[src/hw/rtl/quaternion_to_pitch_defines.svh]
// Assertion macros shared by the quaternion-to-pitch RTL
`ifndef QUATERNION_TO_PITCH_DEFINES_SVH
`define QUATERNION_TO_PITCH_DEFINES_SVH
// Same-cycle implication, checked outside reset
`define Q2P_ASSERT_IMPL(label, clk, rst_n, ante, cons, msg) \
    label: assert property (@(posedge clk) disable iff (!(rst_n)) (ante) |-> (cons)) \
        else $error(msg);
// Next-cycle implication, checked outside reset
`define Q2P_ASSERT_NEXT(label, clk, rst_n, ante, cons, msg) \
    label: assert property (@(posedge clk) disable iff (!(rst_n)) (ante) |=> (cons)) \
        else $error(msg);
`endif

[src/hw/rtl/q2p_pkg.sv]
// Types, constants and table function for the quaternion-to-pitch block
package q2p_pkg;

    localparam int PITCH_FRAC_BITS = 16;
    localparam int OUT_W           = 24;
    localparam int CORDIC_STEPS    = 40;
    localparam int SHIFT_W         = $clog2(CORDIC_STEPS);

    // square root cells: two radicand bits per cell
    localparam int SQ_RAD_W  = 62;
    localparam int SQ_ROOT_W = SQ_RAD_W / 2;
    localparam int SQ_REM_W  = SQ_ROOT_W + 2;
    localparam int SQ_CELLS  = SQ_RAD_W / 2;

    localparam logic [63:0] PI_Q60          = 64'h3243F6A8885A308D;
    localparam logic [63:0] TWO_OVER_PI_Q64 = 64'hA2F9836E4E441529;

    typedef struct packed {
        logic present;
        logic exceeded;
        logic neg;
    } t_flags;

    typedef struct packed {
        t_flags      flags;
        logic [31:0] aux32;
        logic [63:0] aux64;
    } t_sqrt_tag;

    typedef struct packed {
        logic [SQ_RAD_W-1:0]  rad;
        logic [SQ_ROOT_W-1:0] root;
        logic [SQ_REM_W-1:0]  rem;
        t_sqrt_tag            tag;
    } t_sqrt;

    typedef struct packed {
        logic signed [63:0] x;
        logic signed [63:0] y;
        logic signed [63:0] z;
        t_flags             flags;
    } t_cordic;

    // atan(2^-idx) in Q62 radians: pi/4 for the first step, else a truncated series
    function automatic logic [63:0] atan_q62(input int idx);
        logic [63:0] acc;
        logic [63:0] term;
        int          k;
        int          sh;
        acc = '0;
        if (idx == 0) begin
            acc = PI_Q60;
        end else begin
            for (k = 0; idx * (2 * k + 1) <= 62; k++) begin
                sh   = idx * (2 * k + 1);
                term = (64'd1 << 62) >> sh;
                term = term / 64'(2 * k + 1);
                if (k[0]) begin
                    acc = acc - term;
                end else begin
                    acc = acc + term;
                end
            end
        end
        return acc;
    endfunction

endpackage

[src/hw/rtl/q2p_cordic_cell.sv]
// One vectoring rotation cell of the pipelined CORDIC
module q2p_cordic_cell (
    input  logic                          i_clk,
    input  logic                          i_ce,
    input  logic [q2p_pkg::SHIFT_W-1:0]   i_shift,
    input  logic [63:0]                   i_atan,
    input  q2p_pkg::t_cordic              i_d,
    output q2p_pkg::t_cordic              o_d
);
    logic signed [63:0] w_dx;
    logic signed [63:0] w_dy;
    q2p_pkg::t_cordic   n_d;
    q2p_pkg::t_cordic   r_d;

    assign w_dx = i_d.y >>> i_shift;
    assign w_dy = i_d.x >>> i_shift;

    // rotate towards the x axis
    always_comb begin
        n_d = i_d;
        if (i_d.y > 64'sd0) begin
            n_d.x = i_d.x + w_dx;
            n_d.y = i_d.y - w_dy;
            n_d.z = i_d.z + $signed(i_atan);
        end else begin
            n_d.x = i_d.x - w_dx;
            n_d.y = i_d.y + w_dy;
            n_d.z = i_d.z - $signed(i_atan);
        end
    end

    always_ff @(posedge i_clk) begin
        if (i_ce) begin
            r_d <= n_d;
        end
    end

    assign o_d = r_d;

endmodule

[config.mk]
export PLATFORM = sky130hd
export DESIGN_NAME = q2p_cordic_cell
export DESIGN_NICKNAME = d
export VERILOG_FILES = /design/src/hw/rtl/quaternion_to_pitch_defines.svh /design/src/hw/rtl/q2p_pkg.sv /design/src/hw/rtl/q2p_cordic_cell.sv
export SDC_FILE = /design/constraint.sdc
export NUM_CORES = 1
export LEC_CHECK = 0
export ABC_AREA = 1
export BUFFER_PORTS_ARGS = -buffer_cell sky130_fd_sc_hd__buf_2
export CORE_UTILIZATION = 55
export CTS_BUF_LIST = sky130_fd_sc_hd__clkbuf_4 sky130_fd_sc_hd__clkbuf_8
export CTS_CLUSTER_SIZE = 28
export DETAILED_ROUTE_END_ITERATION = 8
export PLACE_DENSITY = 0.87
export SLEW_MARGIN = 20
export SYNTH_ARGS = -nofsm -noshare
export SYNTH_HDL_FRONTEND = slang
export SYNTH_SLANG_ARGS = --single-unit
export TNS_END_PERCENT = 5
[constraint.sdc]
create_clock -name i_clk -period 4.7 [get_ports i_clk]
set_clock_uncertainty 0.2 [all_clocks]
set_input_delay 0.235 -clock i_clk [delete_from_list [all_inputs] [get_ports i_clk]]
set_output_delay 0.235 -clock i_clk [all_outputs]
set_load 0.01 [all_outputs]
==> reports/metrics.csv, run 1 <==
metric,value,unit
synth_area_per_cell,5.82,µm²
synth_top_area_cell,nand2_1,
htree_levels,4,
dp.cells,8211,
syn-cell-area,33400,µm²
cts_root_buf,clkbuf_8,
haltStage,global routing,
die_w,248,µm
synth_cells,5739,
ys_top_cells_by_area,"nand2_1, edfxtp_1, nand3_1",
port_buffers,461,
synth.top_cell.area_share,19.2,%
synthDistinctLibCells,49,
ys_seq_elements,195,
numCtsBuffers,17,
yosys_warnings,0,
clockBufferDepth,2,
gp_congestion,1.43,
grt_overflow,130,
status,aborted with a tool error,
cts_sinks,195,
ioPinCount,462,
grt_max_degree,71,
grt_first_pass_wirelength,353000,µm
error_line,[ERROR GRT-0116] Global routing finished with congestion. Check the congestion regions in the DRC Viewer.,
synthFlopType,edfxtp_1,
die-height,248,µm
dp_hpwl,152000,µm
synth_edf_count,195,
num_rows,89,
syn_nets,6215,
postCtsSetupBuffers,0,
synth_common_cells,"nand2_1, nand3_1, nor2_1, inv_1, a21oi_1",
synthArstFlopShare,0,%
yosysSeqAreaShare,17.5,%
initial_core_util,56.2,%
synth.most_common_cell,nand2_1,
grt_pass1_vias,58400,
grt_usage,74.8,%
==> per-layer routing <==
metal / GRT usage [%] / GRT overflow
met1: 75.0 / 15
met2: 90.0 / 58
met3: 62.3 / 3
met4: 71.2 / 54
met5: 33.7 / 0
==> stage by stage <==
step                setup TNS, ns  util [%]  setup slack [ns]  cell area (µm²)  hold WS (ns)
floorplan                       0         -             0.186            33400         0.134
global placement           -27.42      79.2            -0.590            47100         0.218
detailed placement         -71.78      79.2             -1.20            47100         0.228
CTS                        -0.215      81.0           -0.0615            48200       0.00484
==> logic make-up after synthesis <==
group	count (synthesis)	synth area share, %
and+or+nand+nor	3587	45.7
buffers and inverters	726	8.58
AOI/OAI and AO/OA	706	12.0
xor gates and xnor gates	316	8.29
adders and majority gates	209	7.90
DFF	195	17.5
==> repair_timing <==
item                       in CTS
setup endpoints to repair      59
pin swaps                       5
hold buffers                   42
hold endpoints to repair       40
gates resized for setup        75
==> inputs of run 2 (changes only) <==
CORE_UTILIZATION = 40   (was 55)
CTS_BUF_LIST = default   (was sky130_fd_sc_hd__clkbuf_4 sky130_fd_sc_hd__clkbuf_8)
CTS_CLUSTER_SIZE = default   (was 28)
PLACE_DENSITY = default   (was 0.87)
PLACE_DENSITY_LB_ADDON = 0.15   (was default)
clock period = 6.1 ns   (was 4.7 ns; I/O delays follow)
==> reports/metrics.csv, run 2 <==
metric,value,unit
status,"finished, final reports clean",
gp_congestion,1.14,
ff_latch_area,5860,µm²
grt_usage,38.6,%
slowest_stage,nor4_1,
synthFlopType,edfxtp_1,
final.period_utilization,94.4,%
path_class,in -> reg,
worstHoldEndpoint,o_d[3]$_DFFE_PP_,
synth_top_area_cell,nand2_1,
drc_errors,0,
num_vias,42200,
synth_area_per_cell,5.82,µm²
synthArstFlopShare,0,%
core,82400,µm²
finalSetupViolations,0,
drt-initial-drc-count,5042,
port_buffers,461,
final_cell_area,38800,µm²
fin_ws,0.341,ns
die-height,291,µm
cts_tree,done,
max_slew.worst_pin.slew,1.04,ns
clockBufferDepth,2,
detail_route.wirelength,168000,µm
cp_max_fo,57,
synth_edf_count,195,
whs_path_depth,4,
synth.most_common_cell,nand2_1,
yosys_warnings,0,
drv_slew,0,
numCtsBuffers,17,
die_w,291,µm
ir_drop,0.000247,V
cts_root_buf,clkbuf_16,
nets,6726,
postCtsSetupBuffers,0,
grt_pass1_vias,38900,
multi_input_area,24700,µm²
startpoint_type,input pin,
end_kind,flip-flop,
num_rows,105,
leakagePower,19.0,nW
grt_max_degree,119,
fin_util,47.1,%
synth.top_cell.area_share,19.2,%
dp_hpwl,143000,µm
firstDrtPassIters,7,
critPathRequiredTime,6.22,ns
largest_register_ffs,195,
drive_gt1_share,12.2,%
place_ws,-0.00511,ns
wl_per_cell,22.9,µm
antenna_found_initial,16,
initial_core_util,40.5,%
rsz0062_at_grt,no,
p_per_area,222,nW/µm²
ys_seq_elements,195,
maxCapViolCount,0,
yosysSeqAreaShare,17.5,%
critPathArrivalTime,5.88,ns
cts_sinks,195,
ys_top_cells_by_area,"nand2_1, edfxtp_1, nand3_1",
syn_nets,6215,
slowest_delay,0.54,ns
dpl-instance-area,38100,µm²
viasPerCell,5.75,
timing.fmax,174,MHz
dieArea,84600,µm²
synthDistinctLibCells,49,
antenna_left,0,
clk_pin_slew,0.10,ns
min_path_type,in -> reg,
layout_common_cells,"nand2_1, nand3_1, nor2_1, inv_1, buf_2",
grt_overflow,0,
syn-cell-area,33400,µm²
final_common_cell,nand2_1,
min_period,5.76,ns
synth_common_cells,"nand2_1, nand3_1, nor2_1, inv_1, a21oi_1",
synth_cells,5739,
hp-start,i_d[3],
finalHoldViolations,0,
slew_headroom,29.8,%
n_fill_cell,9155,
cpMostUsedCell,nand3_1,
ioPinCount,462,
grt_first_pass_wirelength,246000,µm
synthToLayoutAreaGrowth,16.2,%
htree_levels,4,
==> run 2: cell counts after synthesis <==
No cell type changed its count.
==> run 2: where the power goes <==
| part | leakage [nW] | internal (W) | switching (W) |
|---|---|---|---|
| combinational | 16.8 | 0.00180 | 0.00350 |
| sequential | 1.91 | 0.00198 | 0.0000943 |
| clock | 0.292 | 0.000582 | 0.000651 |
| total | 19.0 | 0.00436 | 0.00425 |
==> run 2: worst max-delay path by stage <==
| stage | endpoint | cells past startpoint | start |
|---|---|---|---|
| finish | o_d[126]$_DFFE_PP_ | 33 | i_shift[0] |
| global route | o_d[126]$_DFFE_PP_ | 34 | i_shift[0] |
| CTS | o_d[123]$_DFFE_PP_ | 34 | i_d[132] |
| detailed placement | o_d[123]$_DFFE_PP_ | 34 | i_shift[0] |
| global placement | o_d[123]$_DFFE_PP_ | 34 | i_shift[0] |
| floorplan | o_d[186]$_DFFE_PP_ | 32 | i_shift[1] |
==> run 2: critical path: cells and delay by family <==
kind,cells,cell delay [ns]
compound gates,1,0.15
simple gates,25,4.07
buf+inv,6,0.91
fa+ha+maj,1,0.34
==> run 2: logic make-up after synthesis <==
logic type | count (synthesis) | synth area share [%]
compound gates | 706 | 12.0
flops | 195 | 17.5
simple gates | 3587 | 45.7
fa+ha+maj | 209 | 7.90
buf+inv | 726 | 8.58
xor+xnor | 316 | 8.29
==> run 2: layout make-up <==
type | instances | share of cell area [%]
Antenna cell | 10 | 0.0645
Inverter | 531 | 5.16
Multi-Input combinational cell | 4818 | 63.6
Clock buffer | 17 | 1.10
Clock inverter | 15 | 0.422
Timing Repair Buffer | 687 | 11.1
Sequential cell | 195 | 15.1
Tap cell | 1070 | 3.45
==> run 2: per-layer routing <==
layer  vias up  share of wire, %  track usage (%)
met5         -             0.041                0
met4        10               4.2             16.1
met3       295               9.4             7.99
met2      2106                42             57.9
met1     19500                44             53.5
li1      20300                 -                -
==> run 2: per-stage QoR <==
stage          hold WS, ns  setup TNS, ns  cells  total power (W)
2_1_floorplan        0.204              0   5739          0.00520
3_3_place_gp         0.284         -0.281   7295          0.00727
3_5_place_dp         0.290       -0.00511   7295          0.00725
4_1_cts            0.00394              0   7333          0.00851
5_1_grt             0.0544              0   7343          0.00912
6_report            0.0369              0   7343          0.00861
==> run 2: what timing repair did <==
| action | 4_1_cts | 5_1_grt |
|---|---|---|
| hold buffers | 6 | 0 |
| gates resized for setup | 0 | 1 |
| endpoints found under the setup margin | 0 | 1 |
| endpoints found under the hold margin | 6 | 0 |
Note: power is estimated with default switching activity, not from simulation.
