`src/hw/rtl/quaternion_to_pitch_defines.svh`:
```
// Assertion macros shared by the quaternion-to-pitch RTL
`ifndef QUATERNION_TO_PITCH_DEFINES_SVH
`define QUATERNION_TO_PITCH_DEFINES_SVH
// Same-cycle implication, checked outside reset
`define Q2P_ASSERT_IMPL(label, clk, rst_n, ante, cons, msg) \
    label: assert property (@(posedge clk) disable iff (!(rst_n)) (ante) |-> (cons)) \
        else $error(msg);
// Next-cycle implication, checked outside reset
`define Q2P_ASSERT_NEXT(label, clk, rst_n, ante, cons, msg) \
    label: assert property (@(posedge clk) disable iff (!(rst_n)) (ante) |=> (cons)) \
        else $error(msg);
`endif

```
`src/hw/rtl/q2p_pkg.sv`:
```
// Types, constants and table function for the quaternion-to-pitch block
package q2p_pkg;

    localparam int PITCH_FRAC_BITS = 16;
    localparam int OUT_W           = 24;
    localparam int CORDIC_STEPS    = 40;
    localparam int SHIFT_W         = $clog2(CORDIC_STEPS);

    // square root cells: two radicand bits per cell
    localparam int SQ_RAD_W  = 62;
    localparam int SQ_ROOT_W = SQ_RAD_W / 2;
    localparam int SQ_REM_W  = SQ_ROOT_W + 2;
    localparam int SQ_CELLS  = SQ_RAD_W / 2;

    localparam logic [63:0] PI_Q60          = 64'h3243F6A8885A308D;
    localparam logic [63:0] TWO_OVER_PI_Q64 = 64'hA2F9836E4E441529;

    typedef struct packed {
        logic present;
        logic exceeded;
        logic neg;
    } t_flags;

    typedef struct packed {
        t_flags      flags;
        logic [31:0] aux32;
        logic [63:0] aux64;
    } t_sqrt_tag;

    typedef struct packed {
        logic [SQ_RAD_W-1:0]  rad;
        logic [SQ_ROOT_W-1:0] root;
        logic [SQ_REM_W-1:0]  rem;
        t_sqrt_tag            tag;
    } t_sqrt;

    typedef struct packed {
        logic signed [63:0] x;
        logic signed [63:0] y;
        logic signed [63:0] z;
        t_flags             flags;
    } t_cordic;

    // atan(2^-idx) in Q62 radians: pi/4 for the first step, else a truncated series
    function automatic logic [63:0] atan_q62(input int idx);
        logic [63:0] acc;
        logic [63:0] term;
        int          k;
        int          sh;
        acc = '0;
        if (idx == 0) begin
            acc = PI_Q60;
        end else begin
            for (k = 0; idx * (2 * k + 1) <= 62; k++) begin
                sh   = idx * (2 * k + 1);
                term = (64'd1 << 62) >> sh;
                term = term / 64'(2 * k + 1);
                if (k[0]) begin
                    acc = acc - term;
                end else begin
                    acc = acc + term;
                end
            end
        end
        return acc;
    endfunction

endpackage

```
`src/hw/rtl/q2p_sqrt_cell.sv`:
```
// One digit cell of the pipelined integer square root
module q2p_sqrt_cell (
    input  logic            i_clk,
    input  logic            i_ce,
    input  q2p_pkg::t_sqrt  i_d,
    output q2p_pkg::t_sqrt  o_d
);
    logic [q2p_pkg::SQ_REM_W+1:0] w_part;
    logic [q2p_pkg::SQ_REM_W+1:0] w_trial;
    logic [q2p_pkg::SQ_REM_W+1:0] w_diff;
    logic                         w_take;
    q2p_pkg::t_sqrt               n_d;
    q2p_pkg::t_sqrt               r_d;

    // bring down the next two radicand bits and try a one digit
    assign w_part  = {i_d.rem, i_d.rad[q2p_pkg::SQ_RAD_W-1 -: 2]};
    assign w_trial = {{(q2p_pkg::SQ_REM_W - q2p_pkg::SQ_ROOT_W){1'b0}}, i_d.root, 2'b01};
    assign w_diff  = w_part - w_trial;
    assign w_take  = (w_part >= w_trial);

    always_comb begin
        n_d      = i_d;
        n_d.rad  = {i_d.rad[q2p_pkg::SQ_RAD_W-3:0], 2'b00};
        n_d.root = {i_d.root[q2p_pkg::SQ_ROOT_W-2:0], w_take};
        n_d.rem  = w_take ? w_diff[q2p_pkg::SQ_REM_W-1:0] : w_part[q2p_pkg::SQ_REM_W-1:0];
    end

    always_ff @(posedge i_clk) begin
        if (i_ce) begin
            r_d <= n_d;
        end
    end

    assign o_d = r_d;

endmodule

```
`config.mk`:
```
export PLATFORM = sky130hd
export DESIGN_NAME = q2p_sqrt_cell
export DESIGN_NICKNAME = d
export VERILOG_FILES = /design/src/hw/rtl/quaternion_to_pitch_defines.svh /design/src/hw/rtl/q2p_pkg.sv /design/src/hw/rtl/q2p_sqrt_cell.sv
export SDC_FILE = /design/constraint.sdc
export NUM_CORES = 1
export LEC_CHECK = 0
export BUFFER_PORTS_ARGS = -buffer_cell sky130_fd_sc_hd__buf_2
export CORE_MARGIN = 5
export CORE_UTILIZATION = 35
export DETAILED_ROUTE_END_ITERATION = 7
export SYNTH_ARGS = -nofsm -noshare
export SYNTH_HDL_FRONTEND = slang
export SYNTH_SLANG_ARGS = --single-unit
```
`constraint.sdc`:
```
create_clock -name i_clk -period 3.9 [get_ports i_clk]
set_clock_uncertainty 0.15 [all_clocks]
set_input_delay 0.585 -clock i_clk [delete_from_list [all_inputs] [get_ports i_clk]]
set_output_delay 0.585 -clock i_clk [all_outputs]
set_load 0.05 [all_outputs]
```
==> results of run 1 <==
[through the flow]
stage	power (mW)	util, %	setup WS (ps)
5_1_grt	7.48	48.5	689
4_1_cts	7.29	48.5	888
3_5_place_dp	4.71	45.1	345
6_report	7.20	48.5	852
2_1_floorplan	4.19	-	744
3_3_place_gp	4.70	45.1	396
[power by group through the flow]
stage	clock network, mW	logic (mW)	registers, mW
4_1_cts	2.62	1.71	2.95
5_1_grt	2.73	1.79	2.97
2_1_floorplan	0	0.411	3.77
3_5_place_dp	0	1.71	3.00
6_report	2.55	1.70	2.95
3_3_place_gp	0	1.70	3.00
[logic make-up (layout without fill, tap and decap cells)]
family          after synthesis  count (layout)  share of synthesized area [%]
other cells                   1               4                         0.0396
mux                          28              28                           3.99
compound gates              127             127                           9.36
flops                       223             223                           70.8
simple gates                111             111                           5.74
buf+inv                      65             553                           3.53
xor+xnor                     24              24                           2.22
fa+ha+maj                    33              33                           4.36
[worst paths after layout]
check,start,to,slack (ps),cells after the start
max,i_d[148],o_d[116],850,11
min,i_d[32],o_d[32],90,1
[layout by cell type, fill, tap and decap left out, types with 5 or more instances in the layout]
| cell | Yosys | routed |
|---|---|---|
| nor2_1 | 27 | 27 |
| o211ai_1 | 10 | 10 |
| xnor2_1 | 22 | 22 |
| bufinv_16 | 0 | 5 |
| edfxtp_1 | 223 | 223 |
| nand2_1 | 30 | 30 |
| mux2_2 | 6 | 6 |
| a21oi_1 | 37 | 37 |
| ha_1 | 33 | 33 |
| inv_1 | 50 | 50 |
| o21ai_0 | 20 | 20 |
| nand2b_1 | 6 | 6 |
| clkbuf_16 | 0 | 27 |
| buf_2 | 5 | 448 |
| mux2_4 | 18 | 18 |
| clkbuf_1 | 2 | 5 |
| o21a_1 | 7 | 7 |
| o21bai_1 | 5 | 5 |
| o31ai_1 | 6 | 6 |
| clkinv_1 | 0 | 5 |
| nand4_1 | 6 | 6 |
| nand3_1 | 12 | 12 |
| nor3_1 | 11 | 11 |
| nor4_1 | 5 | 5 |
[synthesized netlist by cell type, types with 7 or more instances]
library cell	number	area, sq um
nand2_1	30	113
nand3_1	12	60.1
nor2_1	27	101
o21a_1	7	52.6
a21oi_1	37	185
mux2_4	18	270
o211ai_1	10	75.1
o21ai_0	20	100
ha_1	33	413
edfxtp_1	223	6700
inv_1	50	188
xnor2_1	22	193
nor3_1	11	55.1
[cell type report]
| cell class | instances | share of cell area (%) |
|---|---|---|
| tap | 341 | 3.28 |
| antenna | 2 | 0.0385 |
| clock buffer | 32 | 5.34 |
| sequential | 223 | 51.5 |
| inverter | 51 | 1.57 |
| timing repair buffer | 454 | 17.8 |
| clock inverter | 16 | 1.64 |
| multi-input combinational | 325 | 18.8 |
[routing by layer]
metal | vias up | track usage [%]
met5 | - | 0
li1 | 3281 | -
met1 | 3409 | 23.6
met3 | 56 | 6.79
met4 | 14 | 3.86
met2 | 329 | 35.3
==> impl_results.md, run 1 <==
- Fin area: 13000 sq um
- Synthesized area: 9460 sq um
- Met2 WL post-DR: 16.3 mm
- DRT Pass-1 Iters: 5
- Layout area overhead: 37.3%
- #FFs+latches synth: 223
- Status: finished, final reports clean
- CP Capture Type: flop
- Clock power frac: 35.4%
- Worst path required time: 4010 ps
- Post-CTS Repair Setup Buffers: 0
- Combinational share of power: 23.6%
- # DRC: 0
- Seq. cell area: 6700 sq um
- Vias: 7089
- Max incr delay on CP: 360 ps
- # nets final: 1341
- Max reg flops: 223
- Routed Antenna Nets: 0
- RePlAce Congestion: 0.879
- Crit path time final: 3050 ps
- Ys Warns: 0
- Final hold violation count: 0
- WHS: 85.9 ps
- Maximum VDD drop: 351 uV
- Top Ports: 452
- Max cap viols: 0
- Vias in the first global route: 7154
- Global-route wire length before repair: 46.2 mm
- Seq/Total Area, Yosys: 70.8%
- Netlist cell types: 60
- TNS Setup: 0 ps
- CP max FO: 26
- CTS root buf: clkbuf_16
- Total leakage power: 5.65 nW
- P_sw: 2.26 mW
- Startpoint type of the worst setup path: primary input
- Syn avg cell area: 15.5 sq um
- Top_reg_cell synth: edfxtp_1
- Met3 Wirelength: 3.02 mm
- Multi-input logic area: 2440 sq um
- Total congestion overflow: 0
- Cell mode on critical path: a21oi_1
- Power Density: 554 nW/um^2
- Via density: 4.91
- CTS Hold Bufs: 0
- Finished Layout Cells: 1444
- Number of cells after detailed placement: 1394
- Share of post-route cells with drive strength above 1: 48.1%
- Synth async-reset ratio: 0%
- Die area: 30400 sq um
- CP bufs+invs: 3
- Max Freq: 328 MHz
- Switch share: 31.4%
- Slowest-stage cell, CP: a41oi_4
- CP top delay family: compound AO/OA/AOI/OAI gates
- Hold crit path type: in -> reg
- Max-slew headroom: 40.7%
- Clock slew seen by the registers of the worst setup and hold paths: 60 ps
- WL met1: 12.2 mm
- Initial antenna violation count: 14
- Synthesized instance count: 612
- Total Routing Usage GR: 19.9%
- Placement Cell Area: 12100 sq um
- Routed WL: 32.2 mm
- Setup Viol. Count Final: 0
- Slew Viols, Final: 0
- Unrepaired setup endpoints after global routing: no
- Starting Density: 35.3%
- Post-DR wirelength/cell: 22.3 um
- Port Buffers: 449
- Post-CTS Resized: 0
- CTS buffer count: 26
- Internal: 4.94 mW
- Sequential Power Share: 41.0%
- Die Y: 174 um
- Pin count of the biggest net entering global routing: 112
- Initial DRC Count: 499
- DR top layer: met5
- CP cell instances: buf_2, inv_1, ha_1, a21oi_1, o21ai_0, a21oi_1, o2111ai_2, a41oi_4, o21a_4, inv_12, mux2_4
- Critical path arrival: 3160 ps
- Core Area: 26800 sq um
- Critical path class: in -> reg
- Filler cells: 2426
- H-tree levels: 1
- Rows: 60
- Detailed placement HPWL: 25.7 mm
- CTS tree: built
- Clock buffer depth: 3
- Slew @ Worst Pin: 890 ps
- Final period utilization: 78.1%
- Die X: 174 um
- Number of synthesized flops with an enable pin: 223
- Sink Count: 223
Power figures use the tool's default switching activity.
==> inputs of run 2 (changes only) <==
==> constraint.sdc (replaced) <==
create_clock -name i_clk -period 3.05 [get_ports i_clk]
set_clock_uncertainty 0.15 [all_clocks]
set_input_delay 0.4575 -clock i_clk [delete_from_list [all_inputs] [get_ports i_clk]]
set_output_delay 0.4575 -clock i_clk [all_outputs]
set_load 0.05 [all_outputs]
==> impl_results.md, run 2 (synthesis gave the netlist of run 1 again) <==
- Failing checks: setup timing
- CTS root buf: clkbuf_16
- Sink Count: 223 (unchanged)
- CP cell instances: dlygate4sd3_1, buf_2, inv_1, ha_4, nand4_1, nor2_4, nand3_2, o2111ai_4, a41oi_4, o21a_4, buf_6, inv_8, mux2_4
- Top Ports: 452 (unchanged)
- Die X: 174 um (unchanged)
- Initial antenna violation count: 3 (-11)
- Hold path depth: 2 (+1)
- Crit path time final: 3060 ps
- Post-DR wirelength/cell: 21.8 um (-2.0%)
- Vias: 8322 (+17%)
- Worst path required time: 3160 ps (-850 ps)
- Pre-CTS worst setup slack: -182 ps (-527 ps)
- Power Density: 598 nW/um^2 (+7.9%)
- Max reg flops: 223 (unchanged)
- Detailed placement HPWL: 26.5 mm (+3.3%)
- Routed WL: 37.2 mm (+16%)
- CTS tree: built
- Max Freq: 327 MHz
- Via density: 4.89 (-0.46%)
- Status: complete, but fails checks
- CP bufs+invs: 5 (+2)
- Initial DRC Count: 645 (+29%)
- CP max FO: 6 (-77%)
- Clock buffer depth: 3 (unchanged)
- Max cap viols: 0 (unchanged)
- Hold crit path type: in -> reg
- Port Buffers: 449 (unchanged)
- Vias in the first global route: 8397 (+17%)
- Core Area: 26800 sq um (unchanged)
- Share of post-route cells with drive strength above 1: 47.9% (-0.27 points)
- Die area: 30400 sq um (unchanged)
- Routed Antenna Nets: 0 (unchanged)
- Slowest-stage cell, CP: dlygate4sd3_1
- Slew Viols, Final: 0 (unchanged)
- Setup Viol. Count Final: 2 (+2)
- Total congestion overflow: 0 (unchanged)
- Placement Cell Area: 12500 sq um (+3.9%)
- Commonest non-fill, non-tap cell in the layout: buf_2
- Final period utilization: 100%
- Final worst setup slack: -7.58 ps (-860 ps)
- Rows: 60 (unchanged)
- CTS buffer count: 26 (unchanged)
- Layout area overhead: 66.9%
- Die Y: 174 um (unchanged)
- Maximum VDD drop: 415 uV (+18%)
- Fin area: 15800 sq um (+22%)
- Total leakage power: 6.79 nW (+20%)
- # DRC: 0 (unchanged)
- H-tree levels: 1 (unchanged)
- CP Capture Type: flop
- Critical path class: in -> reg
- Critical path depth in cells: 13 (+2)
- Total Routing Usage GR: 22.6% (+2.7 points)
- Final hold violation count: 0 (unchanged)
- Max incr delay on CP: 520 ps (+160 ps)
- Starting Density: 35.3% (unchanged)
- Global-route wire length before repair: 52.8 mm (+14%)
- # nets final: 1602 (+19%)
- Unrepaired setup endpoints after global routing: yes
- DRT Pass-1 Iters: 6 (+1)
- Critical path arrival: 3170 ps (about the same)
- Leading cell types in the layout, fill and taps excluded: 446 x buf_2, 223 x edfxtp_1, 188 x dlygate4sd3_1
- Startpoint type of the worst setup path: primary input
- RePlAce Congestion: 0.904 (+2.8%)
- Pin count of the biggest net entering global routing: 55 (-51%)
- Clock slew seen by the registers of the worst setup and hold paths: 60 ps (about the same)
- CP top delay family: buffers and inverters
run 2: report_power, final:
part | total [mW] | switching (mW) | leakage, nW | internal (mW)
Combinational | 2.62 | 1.74 | 4.22 | 0.874
Clock | 3.04 | 1.27 | 0.389 | 1.78
Sequential | 3.78 | 0.0803 | 2.18 | 3.70
Total | 9.44 | 3.09 | 6.79 | 6.36
run 2: area by class of cell:
| cell class | count | area, sq um |
|---|---|---|
| Antenna cell | 2 | 5.00 |
| Clock buffer | 30 | 687 |
| Clock inverter | 16 | 144 |
| Fill cell | 2082 | 11000 |
| Inverter | 51 | 218 |
| Multi-Input combinational cell | 325 | 2830 |
| Sequential cell | 223 | 6700 |
| Tap cell | 341 | 427 |
| Timing Repair Buffer | 713 | 4760 |
| Timing Repair inverter | 2 | 27.5 |
run 2: worst paths after layout:
check	from	endpoint
hold / removal	i_d[106]	o_d[108]
setup / recovery	i_d[146]	o_d[126]
run 2: repair_timing:
action	4_1_cts	5_1_grt
setup endpoints to repair	0	27
endpoints found under the hold margin	189	0
setup buffers	0	10
hold buffers	189	0
gates resized for setup	0	79
run 2: metrics by stage:
step | hold WS [ps] | cells | total power, mW | utilization (%) | setup TNS [ps]
after floorplan | 406 | 613 | 5.35 | - | 0
after global placement | 484 | 1456 | 6.10 | 46.8 | -1700
after detailed placement | 486 | 1456 | 6.12 | 46.8 | -2570
after CTS | 63.9 | 1691 | 9.37 | 57.0 | 0
after global routing | 71.5 | 1702 | 9.81 | 58.9 | -910
final | 91.9 | 1703 | 9.44 | 58.9 | -10.6
run 2: layer usage:
layer | track usage, % | part of all wire, % | wire length [um]
met1 | 27.4 | 38 | 14100
met2 | 39.1 | 50 | 18500
met3 | 5.85 | 8.2 | 3060
met4 | 7.49 | 3.8 | 1420
met5 | 0 | 0.035 | 13
